$ cat src/sv/kmp_pkg.sv
// shared constants and types for the kmp stream matcher
package kmp_pkg;

  // default sizing of the pattern store and the counters
  localparam int MAX_PATTERN_DEF   = 32;
  localparam int SYMBOL_BITS_DEF   = 8;
  localparam int POSITION_BITS_DEF = 32;

  // fixed field widths on the channels
  localparam int SYMBOL_IN_W = 8;
  localparam int START_W     = 32;
  localparam int COUNT_W     = 32;

  // item kind codes
  localparam logic KIND_PATTERN = 1'b0;
  localparam logic KIND_TEXT    = 1'b1;

  // sequencer states
  typedef enum logic [2:0] {
    S_IDLE,
    S_FAIL,
    S_CMP,
    S_LAST,
    S_DONE
  } state_t;

endpackage

$ cat src/sv/kmp_if.sv
// input and result channel interfaces of the kmp stream matcher
interface kmp_in_if;
  import kmp_pkg::*;

  logic                   valid;
  logic                   ready;
  logic                   kind;
  logic [SYMBOL_IN_W-1:0] symbol;

  modport source (output valid, kind, symbol, input ready);
  modport sink   (input valid, kind, symbol, output ready);
endinterface

interface kmp_out_if;
  import kmp_pkg::*;

  logic               valid;
  logic               ready;
  logic               match_found;
  logic [START_W-1:0] match_start;
  logic [COUNT_W-1:0] match_total;
  logic               pattern_overflow;

  modport source (output valid, match_found, match_start, match_total, pattern_overflow,
                  input ready);
  modport sink   (input valid, match_found, match_start, match_total, pattern_overflow,
                  output ready);
endinterface

$ cat src/sv/kmp_stream_matcher_unit.sv
// kmp stream matcher: pattern store, failure table and the matching sequencer
// Usage:
//   in_ch carries one word per symbol: kind (0 pattern, 1 text) and symbol.
//   out_ch returns exactly one word per input word, in order: match_found,
//   match_start (one-based start of the match), match_total and pattern_overflow.
//   Pattern words build the store and the failure table; a pattern word after
//   text words starts a new pattern and clears counts, position and overflow.
// Sequencing:
//   Each memory has one read port with a registered read, and every
//   failure-table step is a table read followed by a store read.
//   A text word with no fallback passes IDLE, CMP and DONE; each fallback
//   step adds FAIL and CMP, and a full match adds LAST for the table read that
//   resumes. A pattern word goes straight to DONE for the first symbol or when
//   the store is full, else passes FAIL, CMP and DONE plus FAIL and CMP per
//   fallback step. Text with an empty or overflowed pattern goes to DONE.
// Reset and stall:
//   rst_n clears lengths, position, count, phase, overflow and the output valid.
//   The result sits in an output register; the next word is accepted while it
//   waits, and the sequencer holds its finished result until that slot frees.
module kmp_stream_matcher_unit #(
  parameter int MAX_PATTERN   = kmp_pkg::MAX_PATTERN_DEF,
  parameter int SYMBOL_BITS   = kmp_pkg::SYMBOL_BITS_DEF,
  parameter int POSITION_BITS = kmp_pkg::POSITION_BITS_DEF
) (
  input  logic       clk,
  input  logic       rst_n,
  kmp_in_if.sink     in_ch,
  kmp_out_if.source  out_ch
);
  import kmp_pkg::*;

  localparam int AW    = (MAX_PATTERN > 1) ? $clog2(MAX_PATTERN) : 1;
  localparam int LEN_W = $clog2(MAX_PATTERN + 1);
  localparam int POS_W = POSITION_BITS;
  localparam int CW    = (POS_W > LEN_W) ? POS_W : LEN_W;

  localparam logic [POS_W-1:0]   TP_MAX  = {POS_W{1'b1}};
  localparam logic [COUNT_W-1:0] CNT_MAX = {COUNT_W{1'b1}};
  localparam logic [LEN_W-1:0]   LEN_MAX = LEN_W'(MAX_PATTERN);

  // memories
  logic [SYMBOL_BITS-1:0] pat_mem  [MAX_PATTERN];
  logic [AW-1:0]          fail_mem [MAX_PATTERN];

  // state
  state_t                 state_r, state_nxt;
  logic [LEN_W-1:0]       plen_r, plen_nxt;
  logic [LEN_W-1:0]       matched_r, matched_nxt;
  logic [POS_W-1:0]       tp_r, tp_nxt;
  logic [COUNT_W-1:0]     cnt_r, cnt_nxt;
  logic                   in_text_r, in_text_nxt;
  logic                   ovf_r, ovf_nxt;

  // item under work
  logic                   kind_r, kind_nxt;
  logic [SYMBOL_BITS-1:0] sym_r, sym_nxt;
  logic [AW-1:0]          idx_r, idx_nxt;
  logic                   res_found_r, res_found_nxt;
  logic [START_W-1:0]     res_start_r, res_start_nxt;

  // output register
  logic                   out_valid_r, out_valid_nxt;
  logic                   out_found_r;
  logic [START_W-1:0]     out_start_r;
  logic [COUNT_W-1:0]     out_total_r;
  logic                   out_ovf_r;

  // memory ports
  logic [AW-1:0]          pat_raddr, fail_raddr;
  logic [SYMBOL_BITS-1:0] pat_rdata_r;
  logic [AW-1:0]          fail_rdata_r;
  logic                   pat_we, fail_we;
  logic [AW-1:0]          pat_waddr, fail_waddr;
  logic [SYMBOL_BITS-1:0] pat_wdata;
  logic [AW-1:0]          fail_wdata;

  // helpers
  logic                   in_fire;
  logic                   in_is_text;
  logic [SYMBOL_BITS-1:0] in_sym;
  logic [LEN_W-1:0]       plen_eff;
  logic [LEN_W-1:0]       plen_m1;
  logic                   pat_walk;
  logic                   txt_walk;
  logic [LEN_W-1:0]       j_start;
  logic                   sym_eq;
  logic                   step_back;
  logic [LEN_W-1:0]       kn;
  logic                   full_match;
  logic                   out_free;
  logic [CW-1:0]          tp_c, pl_c, start_c;

  // handshake and decode
  assign in_ch.ready = (state_r == S_IDLE);
  assign in_fire     = in_ch.valid && in_ch.ready;
  assign in_is_text  = (in_ch.kind == KIND_TEXT);
  assign in_sym      = SYMBOL_BITS'(in_ch.symbol);
  assign plen_eff    = (!in_is_text && in_text_r) ? '0 : plen_r;
  assign plen_m1     = plen_r - LEN_W'(1);
  assign pat_walk    = !in_is_text && (plen_eff != '0) && (plen_eff < LEN_MAX);
  assign txt_walk    = in_is_text && (plen_r != '0) && !ovf_r;
  assign j_start     = (matched_r >= plen_r) ? '0 : matched_r;
  assign out_free    = !out_valid_r || out_ch.ready;

  // compare step
  assign sym_eq      = (pat_rdata_r == sym_r);
  assign step_back   = (idx_r != '0) && !sym_eq;
  assign kn          = LEN_W'(idx_r) + LEN_W'(sym_eq);
  assign full_match  = (kind_r == KIND_TEXT) && (kn == plen_r);

  // one-based start of a match, floored at one
  assign tp_c    = CW'(tp_r);
  assign pl_c    = CW'(plen_r);
  assign start_c = (tp_c >= pl_c) ? (tp_c - pl_c + CW'(1)) : CW'(1);

  // next state
  always_comb begin
    state_nxt = state_r;
    case (state_r)
      S_IDLE: begin
        if (in_fire) begin
          if (pat_walk) state_nxt = S_FAIL;
          else if (txt_walk) state_nxt = S_CMP;
          else state_nxt = S_DONE;
        end
      end
      S_FAIL: state_nxt = S_CMP;
      S_CMP: begin
        if (step_back) state_nxt = S_FAIL;
        else if (full_match) state_nxt = S_LAST;
        else state_nxt = S_DONE;
      end
      S_LAST: state_nxt = S_DONE;
      S_DONE: begin
        if (out_free) state_nxt = S_IDLE;
      end
      default: state_nxt = S_IDLE;
    endcase
  end

  // datapath and memory control
  always_comb begin
    plen_nxt      = plen_r;
    matched_nxt   = matched_r;
    tp_nxt        = tp_r;
    cnt_nxt       = cnt_r;
    in_text_nxt   = in_text_r;
    ovf_nxt       = ovf_r;
    kind_nxt      = kind_r;
    sym_nxt       = sym_r;
    idx_nxt       = idx_r;
    res_found_nxt = res_found_r;
    res_start_nxt = res_start_r;
    pat_raddr     = idx_r;
    fail_raddr    = idx_r;
    pat_we        = 1'b0;
    pat_waddr     = plen_eff[AW-1:0];
    pat_wdata     = in_sym;
    fail_we       = 1'b0;
    fail_waddr    = plen_r[AW-1:0];
    fail_wdata    = kn[AW-1:0];
    case (state_r)
      S_IDLE: begin
        if (in_fire) begin
          kind_nxt      = in_ch.kind;
          sym_nxt       = in_sym;
          res_found_nxt = 1'b0;
          res_start_nxt = '0;
          if (!in_is_text) begin
            // new pattern after text clears everything
            if (in_text_r) begin
              plen_nxt    = '0;
              matched_nxt = '0;
              tp_nxt      = '0;
              cnt_nxt     = '0;
              ovf_nxt     = 1'b0;
              in_text_nxt = 1'b0;
            end
            if (plen_eff >= LEN_MAX) begin
              ovf_nxt = 1'b1;
            end else begin
              pat_we = 1'b1;
              if (plen_eff == '0) begin
                fail_we    = 1'b1;
                fail_waddr = '0;
                fail_wdata = '0;
                plen_nxt   = LEN_W'(1);
              end else begin
                fail_raddr = plen_m1[AW-1:0];
              end
            end
          end else begin
            in_text_nxt = 1'b1;
            tp_nxt      = (tp_r == TP_MAX) ? tp_r : tp_r + POS_W'(1);
            idx_nxt     = j_start[AW-1:0];
            pat_raddr   = j_start[AW-1:0];
          end
        end
      end
      S_FAIL: begin
        idx_nxt   = fail_rdata_r;
        pat_raddr = fail_rdata_r;
      end
      S_CMP: begin
        if (step_back) begin
          fail_raddr = idx_r - AW'(1);
        end else if (kind_r == KIND_PATTERN) begin
          fail_we  = 1'b1;
          plen_nxt = plen_r + LEN_W'(1);
        end else if (full_match) begin
          res_found_nxt = 1'b1;
          res_start_nxt = START_W'(start_c);
          cnt_nxt       = (cnt_r == CNT_MAX) ? cnt_r : cnt_r + COUNT_W'(1);
          fail_raddr    = plen_m1[AW-1:0];
        end else begin
          matched_nxt = kn;
        end
      end
      S_LAST: begin
        matched_nxt = LEN_W'(fail_rdata_r);
      end
      default: begin
      end
    endcase
  end

  // output slot
  always_comb begin
    out_valid_nxt = out_valid_r && !out_ch.ready;
    if (state_r == S_DONE && out_free) out_valid_nxt = 1'b1;
  end

  // control registers
  always_ff @(posedge clk) begin
    if (!rst_n) begin
      state_r     <= S_IDLE;
      plen_r      <= '0;
      matched_r   <= '0;
      tp_r        <= '0;
      cnt_r       <= '0;
      in_text_r   <= 1'b0;
      ovf_r       <= 1'b0;
      out_valid_r <= 1'b0;
    end else begin
      state_r     <= state_nxt;
      plen_r      <= plen_nxt;
      matched_r   <= matched_nxt;
      tp_r        <= tp_nxt;
      cnt_r       <= cnt_nxt;
      in_text_r   <= in_text_nxt;
      ovf_r       <= ovf_nxt;
      out_valid_r <= out_valid_nxt;
    end
  end

  // payload registers
  always_ff @(posedge clk) begin
    kind_r      <= kind_nxt;
    sym_r       <= sym_nxt;
    idx_r       <= idx_nxt;
    res_found_r <= res_found_nxt;
    res_start_r <= res_start_nxt;
    if (state_r == S_DONE && out_free) begin
      out_found_r <= res_found_r;
      out_start_r <= res_start_r;
      out_total_r <= cnt_r;
      out_ovf_r   <= ovf_r;
    end
  end

  // pattern store
  always_ff @(posedge clk) begin
    if (pat_we) pat_mem[pat_waddr] <= pat_wdata;
    pat_rdata_r <= pat_mem[pat_raddr];
  end

  // failure table
  always_ff @(posedge clk) begin
    if (fail_we) fail_mem[fail_waddr] <= fail_wdata;
    fail_rdata_r <= fail_mem[fail_raddr];
  end

  assign out_ch.valid            = out_valid_r;
  assign out_ch.match_found      = out_found_r;
  assign out_ch.match_start      = out_start_r;
  assign out_ch.match_total      = out_total_r;
  assign out_ch.pattern_overflow = out_ovf_r;

`ifndef SYNTH
  // stored pattern never exceeds the store
  a_plen_bound: assert property (@(posedge clk) disable iff (!rst_n)
    plen_r <= LEN_MAX)
    else $error("pattern length beyond store");

  // resting match length stays below the pattern length
  a_matched_bound: assert property (@(posedge clk) disable iff (!rst_n)
    (state_r == S_IDLE && in_text_r && plen_r != '0 && !ovf_r) |-> (matched_r < plen_r))
    else $error("matched length not below pattern length");

  // match count only steps by one or restarts at zero
  a_cnt_step: assert property (@(posedge clk) disable iff (!rst_n)
    (cnt_r != $past(cnt_r)) |-> ((cnt_r == $past(cnt_r) + COUNT_W'(1)) || (cnt_r == '0)))
    else $error("match count jumped");

  // a reported match always carries a nonzero total
  a_found_total: assert property (@(posedge clk) disable iff (!rst_n)
    (out_valid_r && out_found_r) |-> (out_total_r != '0))
    else $error("match reported with zero total");
`endif

endmodule
$ cat src/flat_wrapper.sv
// flat-port wrapper written by rule: the top's interface ports become plain ports
module kmp_stream_matcher_unit_flat import kmp_pkg::*;
#(
  parameter int MAX_PATTERN   = kmp_pkg::MAX_PATTERN_DEF,
  parameter int SYMBOL_BITS   = kmp_pkg::SYMBOL_BITS_DEF,
  parameter int POSITION_BITS = kmp_pkg::POSITION_BITS_DEF
)
  (clk, rst_n, in_ch_valid, in_ch_kind, in_ch_symbol, in_ch_ready, out_ch_valid, out_ch_match_found, out_ch_match_start, out_ch_match_total, out_ch_pattern_overflow, out_ch_ready);
  kmp_in_if in_ch_i ();
  kmp_out_if out_ch_i ();
  input  logic clk;
  input  logic rst_n;
  input wire logic [$bits(in_ch_i.valid)-1:0] in_ch_valid;
  input wire logic [$bits(in_ch_i.kind)-1:0] in_ch_kind;
  input wire logic [$bits(in_ch_i.symbol)-1:0] in_ch_symbol;
  output wire logic [$bits(in_ch_i.ready)-1:0] in_ch_ready;
  output wire logic [$bits(out_ch_i.valid)-1:0] out_ch_valid;
  output wire logic [$bits(out_ch_i.match_found)-1:0] out_ch_match_found;
  output wire logic [$bits(out_ch_i.match_start)-1:0] out_ch_match_start;
  output wire logic [$bits(out_ch_i.match_total)-1:0] out_ch_match_total;
  output wire logic [$bits(out_ch_i.pattern_overflow)-1:0] out_ch_pattern_overflow;
  input wire logic [$bits(out_ch_i.ready)-1:0] out_ch_ready;
  assign in_ch_i.valid = in_ch_valid;
  assign in_ch_i.kind = in_ch_kind;
  assign in_ch_i.symbol = in_ch_symbol;
  assign in_ch_ready = in_ch_i.ready;
  assign out_ch_valid = out_ch_i.valid;
  assign out_ch_match_found = out_ch_i.match_found;
  assign out_ch_match_start = out_ch_i.match_start;
  assign out_ch_match_total = out_ch_i.match_total;
  assign out_ch_pattern_overflow = out_ch_i.pattern_overflow;
  assign out_ch_i.ready = out_ch_ready;
  kmp_stream_matcher_unit #(.MAX_PATTERN(MAX_PATTERN), .SYMBOL_BITS(SYMBOL_BITS), .POSITION_BITS(POSITION_BITS)) u_core (.clk(clk), .rst_n(rst_n), .in_ch(in_ch_i), .out_ch(out_ch_i));
endmodule
$ cat config.mk
export PLATFORM = sky130hd
export DESIGN_NAME = kmp_stream_matcher_unit_flat
export DESIGN_NICKNAME = d
export VERILOG_FILES = /design/src/sv/kmp_pkg.sv /design/src/sv/kmp_if.sv /design/src/sv/kmp_stream_matcher_unit.sv /design/src/flat_wrapper.sv
export SDC_FILE = /design/constraint.sdc
export NUM_CORES = 1
export LEC_CHECK = 0
export BUFFER_PORTS_ARGS = -buffer_cell sky130_fd_sc_hd__buf_2
export CORE_MARGIN = 2
export CORE_UTILIZATION = 51
export DETAILED_ROUTE_END_ITERATION = 12
export PLACE_DENSITY = 0.67
export SYNTH_ARGS = -nofsm -noshare
export SYNTH_HDL_FRONTEND = slang
export SYNTH_SLANG_ARGS = --single-unit
$ cat constraint.sdc
create_clock -name clk -period 13.7 [get_ports clk]
set_input_delay 3.425 -clock clk [delete_from_list [all_inputs] [get_ports clk]]
set_output_delay 3.425 -clock clk [all_outputs]
set_load 0.005 [all_outputs]
==> results of run 1 <==
## worst min-delay path by stage
| stage | start | to | slack, ns | depth (start not counted) |
|---|---|---|---|---|
| floorplan | u_core.res_found_r$_DFFE_PP_ | u_core.out_ch.match_found$_DFFE_PP_ | 0.40 | 0 |
| global placement | u_core.res_start_r[4]$_SDFFCE_PN0P_ | u_core.out_ch.match_start[4]$_DFFE_PP_ | 0.41 | 0 |
| detailed placement | u_core.res_start_r[0]$_SDFFCE_PN0P_ | u_core.out_ch.match_start[0]$_DFFE_PP_ | 0.40 | 0 |
| CTS | u_core.res_start_r[0]$_SDFFCE_PN0P_ | u_core.out_ch.match_start[0]$_DFFE_PP_ | 0.42 | 0 |
| global route | u_core.res_start_r[1]$_SDFFCE_PN0P_ | u_core.out_ch.match_start[1]$_DFFE_PP_ | 0.42 | 0 |
| finish | u_core.res_start_r[0]$_SDFFCE_PN0P_ | u_core.out_ch.match_start[0]$_DFFE_PP_ | 0.41 | 0 |
## power by group
group / internal, mW / switching (mW) / leakage [nW]
registers: 2.12 / 0.0425 / 5.63
clock network: 0.936 / 0.705 / 0.968
logic: 0.163 / 0.279 / 4.28
## critical path, stage by stage
cell,delay [ns]
buf_2,0.11
nor2b_1,0.22
nand2_1,0.14
inv_2,0.24
and2_1,0.22
o21ai_1,0.12
a22o_1,0.26
a21oi_4,0.11
buf_4,0.56
buf_4,0.81
mux2i_1,0.27
mux2i_1,0.09
mux2i_1,0.30
a32o_1,0.20
a221oi_1,0.05
## cell type report
class                      instances  area (µm²)
inverter                          85         319
multi-input combinational       1373        9260
fill                            4353       23100
clock buffer                      83        1680
timing repair buffer             101         558
sequential                       624       17700
clock inverter                    30         279
antenna                            2        5.00
tap                              696         871
## cell usage after synthesis (16+ instances only)
cell type	n	area [µm²]
o21ai_0	37	185
a311oi_1	16	140
and4_1	17	149
and3_1	27	169
a21oi_1	51	255
nand3_1	104	521
nor2_1	203	762
mux2i_1	170	1700
nand2_1	269	1010
xor2_1	19	166
inv_1	79	297
ha_1	95	1190
a31oi_1	27	169
and2_1	16	100
dfxtp_1	100	2000
xnor2_1	76	666
clkbuf_1	47	176
nor2b_1	23	144
edfxtp_1	524	15700
buf_2	20	100
nor3_1	25	125
## metal layers
layer / share of wire, % / vias to the layer above
met4: 2.4 / 2
met5: 0.026 / -
li1: - / 8081
met1: 44 / 8372
met3: 5.9 / 95
met2: 48 / 478
## cells by family after synthesis
kind of cell,after synthesis,share of synthesized area (%)
flops,624,64.0
mux,182,6.64
buf+inv,173,2.75
fa+ha+maj,98,4.51
simple gates,743,12.3
compound gates,253,6.65
xor+xnor,97,3.16
## flip-flops by register name (all words and copies together) (netlist names), 3 cells and up
signal and count:
u_core.matched_r 6, u_core.out_ch.match_total 32, u_core.fail_mem 160, u_core.plen_r 6
u_core.cnt_r 32, u_core.fail_rdata_r 5, u_core.pat_mem 256, u_core.pat_rdata_r 8
u_core.tp_c 32, u_core.state_r 3, u_core.sym_r 8, u_core.idx_r 5
u_core.out_ch.match_start 32, u_core.res_start_r 32
## metrics by stage
stage | area [µm²] | instances | utilization (%) | setup slack, ns
2_1_floorplan | 27700 | 2170 | - | 3.32
6_report | 30700 | 2994 | 57.1 | 6.92
4_1_cts | 30700 | 2992 | 57.1 | 6.95
5_1_grt | 30700 | 2994 | 57.1 | 6.50
3_5_place_dp | 28700 | 2879 | 53.4 | 6.28
3_3_place_gp | 28700 | 2879 | 53.4 | 6.43
==> results by stage, run 1 <==
Cells and area:
- The synthesis-to-finish area growth is 10.8%.
- The top cell types in the final layout, fill and taps aside, are edfxtp_1 (524), nand2_1 (268), nor2_1 (199).
- Of the cells placed in the final design, the portion with a size suffix greater than 1 is 10.8%.
- The net count of the finished layout is 2357.
- The library cell used most frequently in the layout, excluding fill and tap cells, is edfxtp_1.

Global routing:
- The global routing met3 resource utilization is 3.93%.
- The met1 capacity usage during global routing is 30.9%.
- The peak-usage layer in the global routing report is met2.
- The overall track demand over capacity in global routing is 22.2%.
- The wire length of the first global-routing pass is 96700 µm.
- Summed over all layers, the global routing overflow is 0.
- Entering global routing, the biggest net connects 98 pins.
- The number of antenna violations at the first check in global routing came to 3.
- The via count of the first global-routing pass is 16.9k.
- Global routing consumed, on the met2 layer, 35.9% of the routing resources.

Routing:
- For this block, the initial DRC count from the detailed router was 1340.
- In the routed design, unresolved DRC markers number 0.
- The number of iterations in the first detailed-routing pass is 5.
- In the final routed layout, each cell accounts on average for 20.8 µm.
- After detailed routing, the total wire length is 62300 µm.
- For this block, the via count after detailed routing is 17.0k.
- Dividing the detail-routed via count by the number of cells gives 5.69.
- The residual antenna-violating net count after detailed routing is 0.

Setup path:
- The critical path starts at in_ch_valid.
- In this run the worst path has a maximum fanout of 65.
- In this run the critical register-to-register path is launched from u_core.state_r[0]$_SDFFE_PN0P_.
- The endpoint identified for the worst register-to-register timing path is u_core.fail_rdata_r[1]$_DFF_P_.
- The worst setup path is of the in2reg kind.
- The slack of the worst reg-to-reg path is 8.71 ns.
- STA puts the critical path data required time at 14.17 ns.
- STA classifies the critical path startpoint as an input pin.
- The termination of the worst setup path is u_core.pat_rdata_r[3]$_DFF_P_.
- The logic depth of the worst register-to-register path is 10.
- Data on the critical path arrives at its endpoint at 7.25 ns.
- The worst setup path is captured at a flip-flop.

Die:
- The y dimension of the die is 237 µm.
- The initial cell density of the core is 51.5%.
- The die is 237 µm wide.
- The number of core rows is 85.
- For this design the top-level I/O count stands at 81.
- The area of the die is 56200 µm².
- The core region is 53800 µm².

Worst hold path:
- The class of the worst hold path is reg2reg.

Pwr:
- The leakage power summed over all cells is 10.9 nW.
- Dividing total power by cell area gives a power density of 138 nW/µm².
- The post-route total power is 4.25 mW.
- The peak supply drop is 107 µV.

Clock tree:
- In this run, CTS created clock tree buffers numbering 61.
- The count of H-tree levels built during CTS is 2.
- The longest clock path from root to sink contains 3 buffers.
- TritonCTS built the clock tree.
- Clock-pin slew was measured on the worst setup and hold paths at 0.06 ns.
- The clock network latency to the later pin of the worst-skew pair is 0.64 ns.
- The post-CTS setup repair buffer count is 0.
- The hold-fix buffer count after cts is 0.
- The number of gates resized after CTS was 0.
- The clock drives 624 sinks.
- The buffer type at the clock tree root is clkbuf_16.

Logic synthesis:
- After synthesis, the share of flip-flops with an asynchronous set or reset is 0%.
- In this run the cell area of the synthesized design comes to 27700 µm².
- The commonest register cell after synthesis is edfxtp_1.
- The number of enable-type register cells in the synthesized netlist is 524.
- The number of standard cells after synthesis is 2170.
- After synthesis, flip-flops and latches occupy 64.0% of the total area.
- Counting flops and latches in the post-synthesis netlist gives 624.
- The average cell area after synthesis is 12.8 µm².
- The netlist uses 85 different library cells.
- The number of nets handed over by synthesis was 2281.
- The Yosys step of the flow raised 0 warnings.

STA:
- Counting I/O delays and the setup requirement, the final critical path takes 6.78 ns.
- The number of endpoints failing setup at the final stage is 0.
- Hold is met by 0.414 ns.
- The max-slew violation count was 0.
- The achievable clock frequency is 0.147 GHz.
- Clock skew on the completed layout was measured at 0.0137 ns.
- The number of endpoints with negative hold slack in the final report is 0.
- Setup repair after global routing left no endpoint under its margin.
- The post-route clock period utilization is 49.5%.
- The setup total negative slack is 0 ns.
- Measured against its own limit, the worst slew margin works out to 21.7%.
- The slew at the pin closest to its max-slew limit is 1.17 ns.

Place:
- At the end of routability-driven placement, the weighted congestion stood at 0.897.
- The count of buffers added on input and output ports is 80.
- After legalization and detailed placement, the total HPWL measured 40700 µm.

Run status:
- The flow ran to the end, and the final reports show no timing, DRC or antenna violations.

Run:
- Across the run, the number of max-cap violations was 0.
(Power assumes the default switching activity.)
==> inputs of run 2 (changes only) <==
==> constraint.sdc (replaced) <==
create_clock -name clk -period 6.6 [get_ports clk]
set_input_delay 1.65 -clock clk [delete_from_list [all_inputs] [get_ports clk]]
set_output_delay 1.65 -clock clk [all_outputs]
set_load 0.005 [all_outputs]
==> run 2 against run 1 <==
Net effect:
- sequential share of layout area fell by 0.49 points
- largest cell class unchanged
- register-to-register slack worse by 6.9 ns
- worst setup slack worse by 5.1 ns
- first-iteration DRC count increased by 7.5%
- sequential cell count unchanged
- sequential power up 110%
- count of clock-buffer cells in the layout rose by 7
- die area did not move
- utilization rose by 0.49 points
- critical path type is now reg2reg
- hold slack better by 0.0033 ns
- via count rose by 0.63%
- cell count up 0.37%
==> results by stage, run 2 (synthesis results as in run 1) <==
Run status:
- The flow ran to the end, and the final reports show no timing, DRC or antenna violations.

STA:
- The number of endpoints with negative hold slack in the final report is 0.
- Setup total negative slack on the finished layout was measured at 0 ns.
- The relative slew slack is 11.7%.
- The achievable clock frequency is 0.207 GHz.
- Setup repair after global routing left no endpoint under its margin.
- The post-route clock period utilization is 73.1%.
- Between clock sinks in the finished design, the worst skew comes to 0.0293 ns.
- The max-slew violation count came to 0.
- Setup violations remaining at the end of the flow were counted as 0.
- The clock period could shrink to 4.82 ns.
- At the pin with the least slew margin, the transition time is 1.32 ns.

Die:
- After floorplanning, the core was divided into 85 placement rows.
- The top-level port count is 81.
- The placeable core area is 53800 µm².
- The floorplan step defined a die boundary enclosing 56200 µm².
- For this configuration, the core starts out at a cell density of 51.5%.
- The floorplan step set the die height to 237 µm.
- The die span in x is 237 µm.

Setup path:
- The largest fanout on the critical path is 23.
- The largest individual stage delay along the critical path comes from the cell o31ai_4.
- The termination of the worst setup path is u_core.fail_rdata_r[3]$_DFF_P_.
- Walking the worst path, the cells encountered are xnor2_1 > nand4_1 > nor2_1 > ha_1 > ha_1 > nand3_1 > xnor2_1 > nor3b_2 > o21a_4 > mux2i_1 > o31ai_4 > buf_4 > mux2_2 > a2bb2oi_1 > and4_1.
- STA puts the critical path data required time at 7.14 ns.
- The critical path crosses 15 cells after its start point.
- At the worst endpoint, the arrival time is 5.37 ns.
- The family with the most delay on the worst path is compound AO/OA/AOI/OAI gates.
- The critical path is of the reg2reg type.
- The slack of the worst reg-to-reg path is 1.78 ns.
- STA classifies the critical path startpoint as a flip-flop.
- For the worst flop-to-flop path, the logic depth is 15.
- For this run, the slowest stage of the critical path takes 0.80 ns.
- The critical path starts at u_core.sym_r[5]$_DFFE_PP_.
- The worst setup path is captured at a flip-flop.
- The reg-to-reg critical path endpoint is u_core.fail_rdata_r[3]$_DFF_P_.
- The startpoint identified for the worst register-to-register timing path is u_core.sym_r[5]$_DFFE_PP_.
- The critical path buffer and inverter count is 1.

Routing:
- The number of iterations in the first detailed-routing pass is 5.
- The detailed-route wire length per cell is 21.0 µm.
- The via count is 17.1k.
- Once detail routing completed, the nets flagged for antenna violations numbered 0.
- Using the TritonRoute via totals, the vias-per-cell ratio works out to 5.70.
- The number of DRC violations after detailed routing is 0.
- The sum of routed wire length over all layers is 63000 µm.
- After the first detailed-routing iteration, the DRC count stood at 1441.

Clock tree:
- Post-CTS repair changed the size of 0 cells.
- After clock tree synthesis, the setup repair step added 0 buffers.
- The clock network latency to the later pin of the worst-skew pair is 0.61 ns.
- The clock-pin transition on the worst setup and hold timing paths is 0.06 ns.
- For this design, the CTS-stage hold fixing added 0 buffers.
- The number of clock sinks is 624.
- The count of H-tree levels built during CTS is 3.
- The CTS buffer count is 66.
- The cell sitting at the root of the clock tree is a clkbuf_16.
- No sink is reached through more buffers than the 3 on the longest clock path.
- The clock tree from TritonCTS is yes.

Cells and area:
- The number of nets in the finished design is 2366.
- The area growth from synthesis to layout is 11.8%.
- u_core.pat_mem holds more flip-flops than any other register.
- The largest registers in the layout are u_core.pat_mem (256), u_core.fail_mem (160).
- The number of antenna repair diodes is 0.
- The proportion of layout cells with a drive suffix above 1 is 11.3%.
- The most common cell after layout, fill and taps aside is edfxtp_1.
- The register with the most flip-flops in the layout has 256 of them.
- The number of non-filler instances in the completed layout is 3005.
- The library cells used most frequently in the layout, excluding fill and tap cells, are edfxtp_1 (524), nand2_1 (268), nor2_1 (199).

Run:
- The tool flagged a number of max-cap violations equal to 0.

Place:
- At the end of routability-driven placement, the weighted congestion stood at 0.908.
- Once placement completed, the tool counted placed cells totaling 2883.
- Detailed placement finished with a half-perimeter wire length of 42100 µm.
- The count of buffers from port buffering is 80.

Pwr:
- Power comes to 9.12 mW.
- The leakage power summed over all cells is 11.0 nW.
- For this design the ratio of total power to cell area is 294 nW/µm².
- Across the VDD grid, the largest voltage drop is 160 µV.

Global routing:
- The overall track demand over capacity in global routing is 22.4%.
- The first global-routing pass estimated 97100 µm of wire.
- The number of antenna violations at the first check in global routing was 1.
- The via count of the first global-routing pass is 16.9k.
- Entering global routing, the biggest net connects 71 pins.
- Summed over all layers, the global routing overflow is 0.

Worst hold path:
- The class of the worst hold path is reg2reg.
-- run 2: layout make-up --
| type | instances | area [µm²] |
|---|---|---|
| well taps | 696 | 871 |
| clock inverters | 32 | 320 |
| inverters | 85 | 319 |
| fillers | 4302 | 22800 |
| clock buffers | 90 | 1850 |
| flip-flops and latches | 624 | 17700 |
| repair buffers | 105 | 601 |
| multi-input cells | 1373 | 9270 |
-- run 2: worst min path at each step --
stage / start / to / slack [ns] / depth (start not counted)
finish: u_core.res_start_r[0]$_SDFFCE_PN0P_ / u_core.out_ch.match_start[0]$_DFFE_PP_ / 0.42 / 0
global route: u_core.res_start_r[23]$_SDFFCE_PN0P_ / u_core.out_ch.match_start[23]$_DFFE_PP_ / 0.42 / 0
CTS: u_core.res_start_r[23]$_SDFFCE_PN0P_ / u_core.out_ch.match_start[23]$_DFFE_PP_ / 0.41 / 0
detailed placement: u_core.res_start_r[0]$_SDFFCE_PN0P_ / u_core.out_ch.match_start[0]$_DFFE_PP_ / 0.40 / 0
global placement: u_core.res_start_r[24]$_SDFFCE_PN0P_ / u_core.out_ch.match_start[24]$_DFFE_PP_ / 0.40 / 0
floorplan: u_core.res_found_r$_DFFE_PP_ / u_core.out_ch.match_found$_DFFE_PP_ / 0.40 / 0
-- run 2: report_power, final --
part / leakage, nW / switching (mW) / internal [mW] / total, mW
logic: 4.31 / 0.598 / 0.343 / 0.941
registers: 5.62 / 0.0869 / 4.41 / 4.50
clock network: 1.07 / 1.50 / 2.18 / 3.68
total: 11.0 / 2.19 / 6.93 / 9.12
-- run 2: per-stage QoR --
stage               worst slack (ns)  cell area (µm²)  hold slack [ns]  utilization (%)
floorplan                      0.797            27700            0.400                -
global placement                1.50            28800            0.405             53.5
detailed placement              1.38            28800            0.405             53.5
CTS                             1.75            31000            0.412             57.6
global route                    1.39            31000            0.418             57.6
finish                          1.78            31000            0.417             57.6
-- run 2: per-layer routing --
metal  vias up  track usage (%)  wire [µm]
met2       461             36.4      30200
met3       107             3.88       3230
met1      8488             31.0      28100
met5         -                0         11
li1       8077                -          -
met4         2             6.78       1550
-- run 2: worst register-to-register path: stages (launching register included) --
cell	delay, ns
edfxtp_1	0.38
xnor2_1	0.17
nand4_1	0.21
nor2_1	0.31
ha_1	0.28
ha_1	0.24
nand3_1	0.15
xnor2_1	0.18
nor3b_2	0.33
o21a_4	0.25
mux2i_1	0.12
o31ai_4	0.80
buf_4	0.51
mux2_2	0.40
a2bb2oi_1	0.24
and4_1	0.23
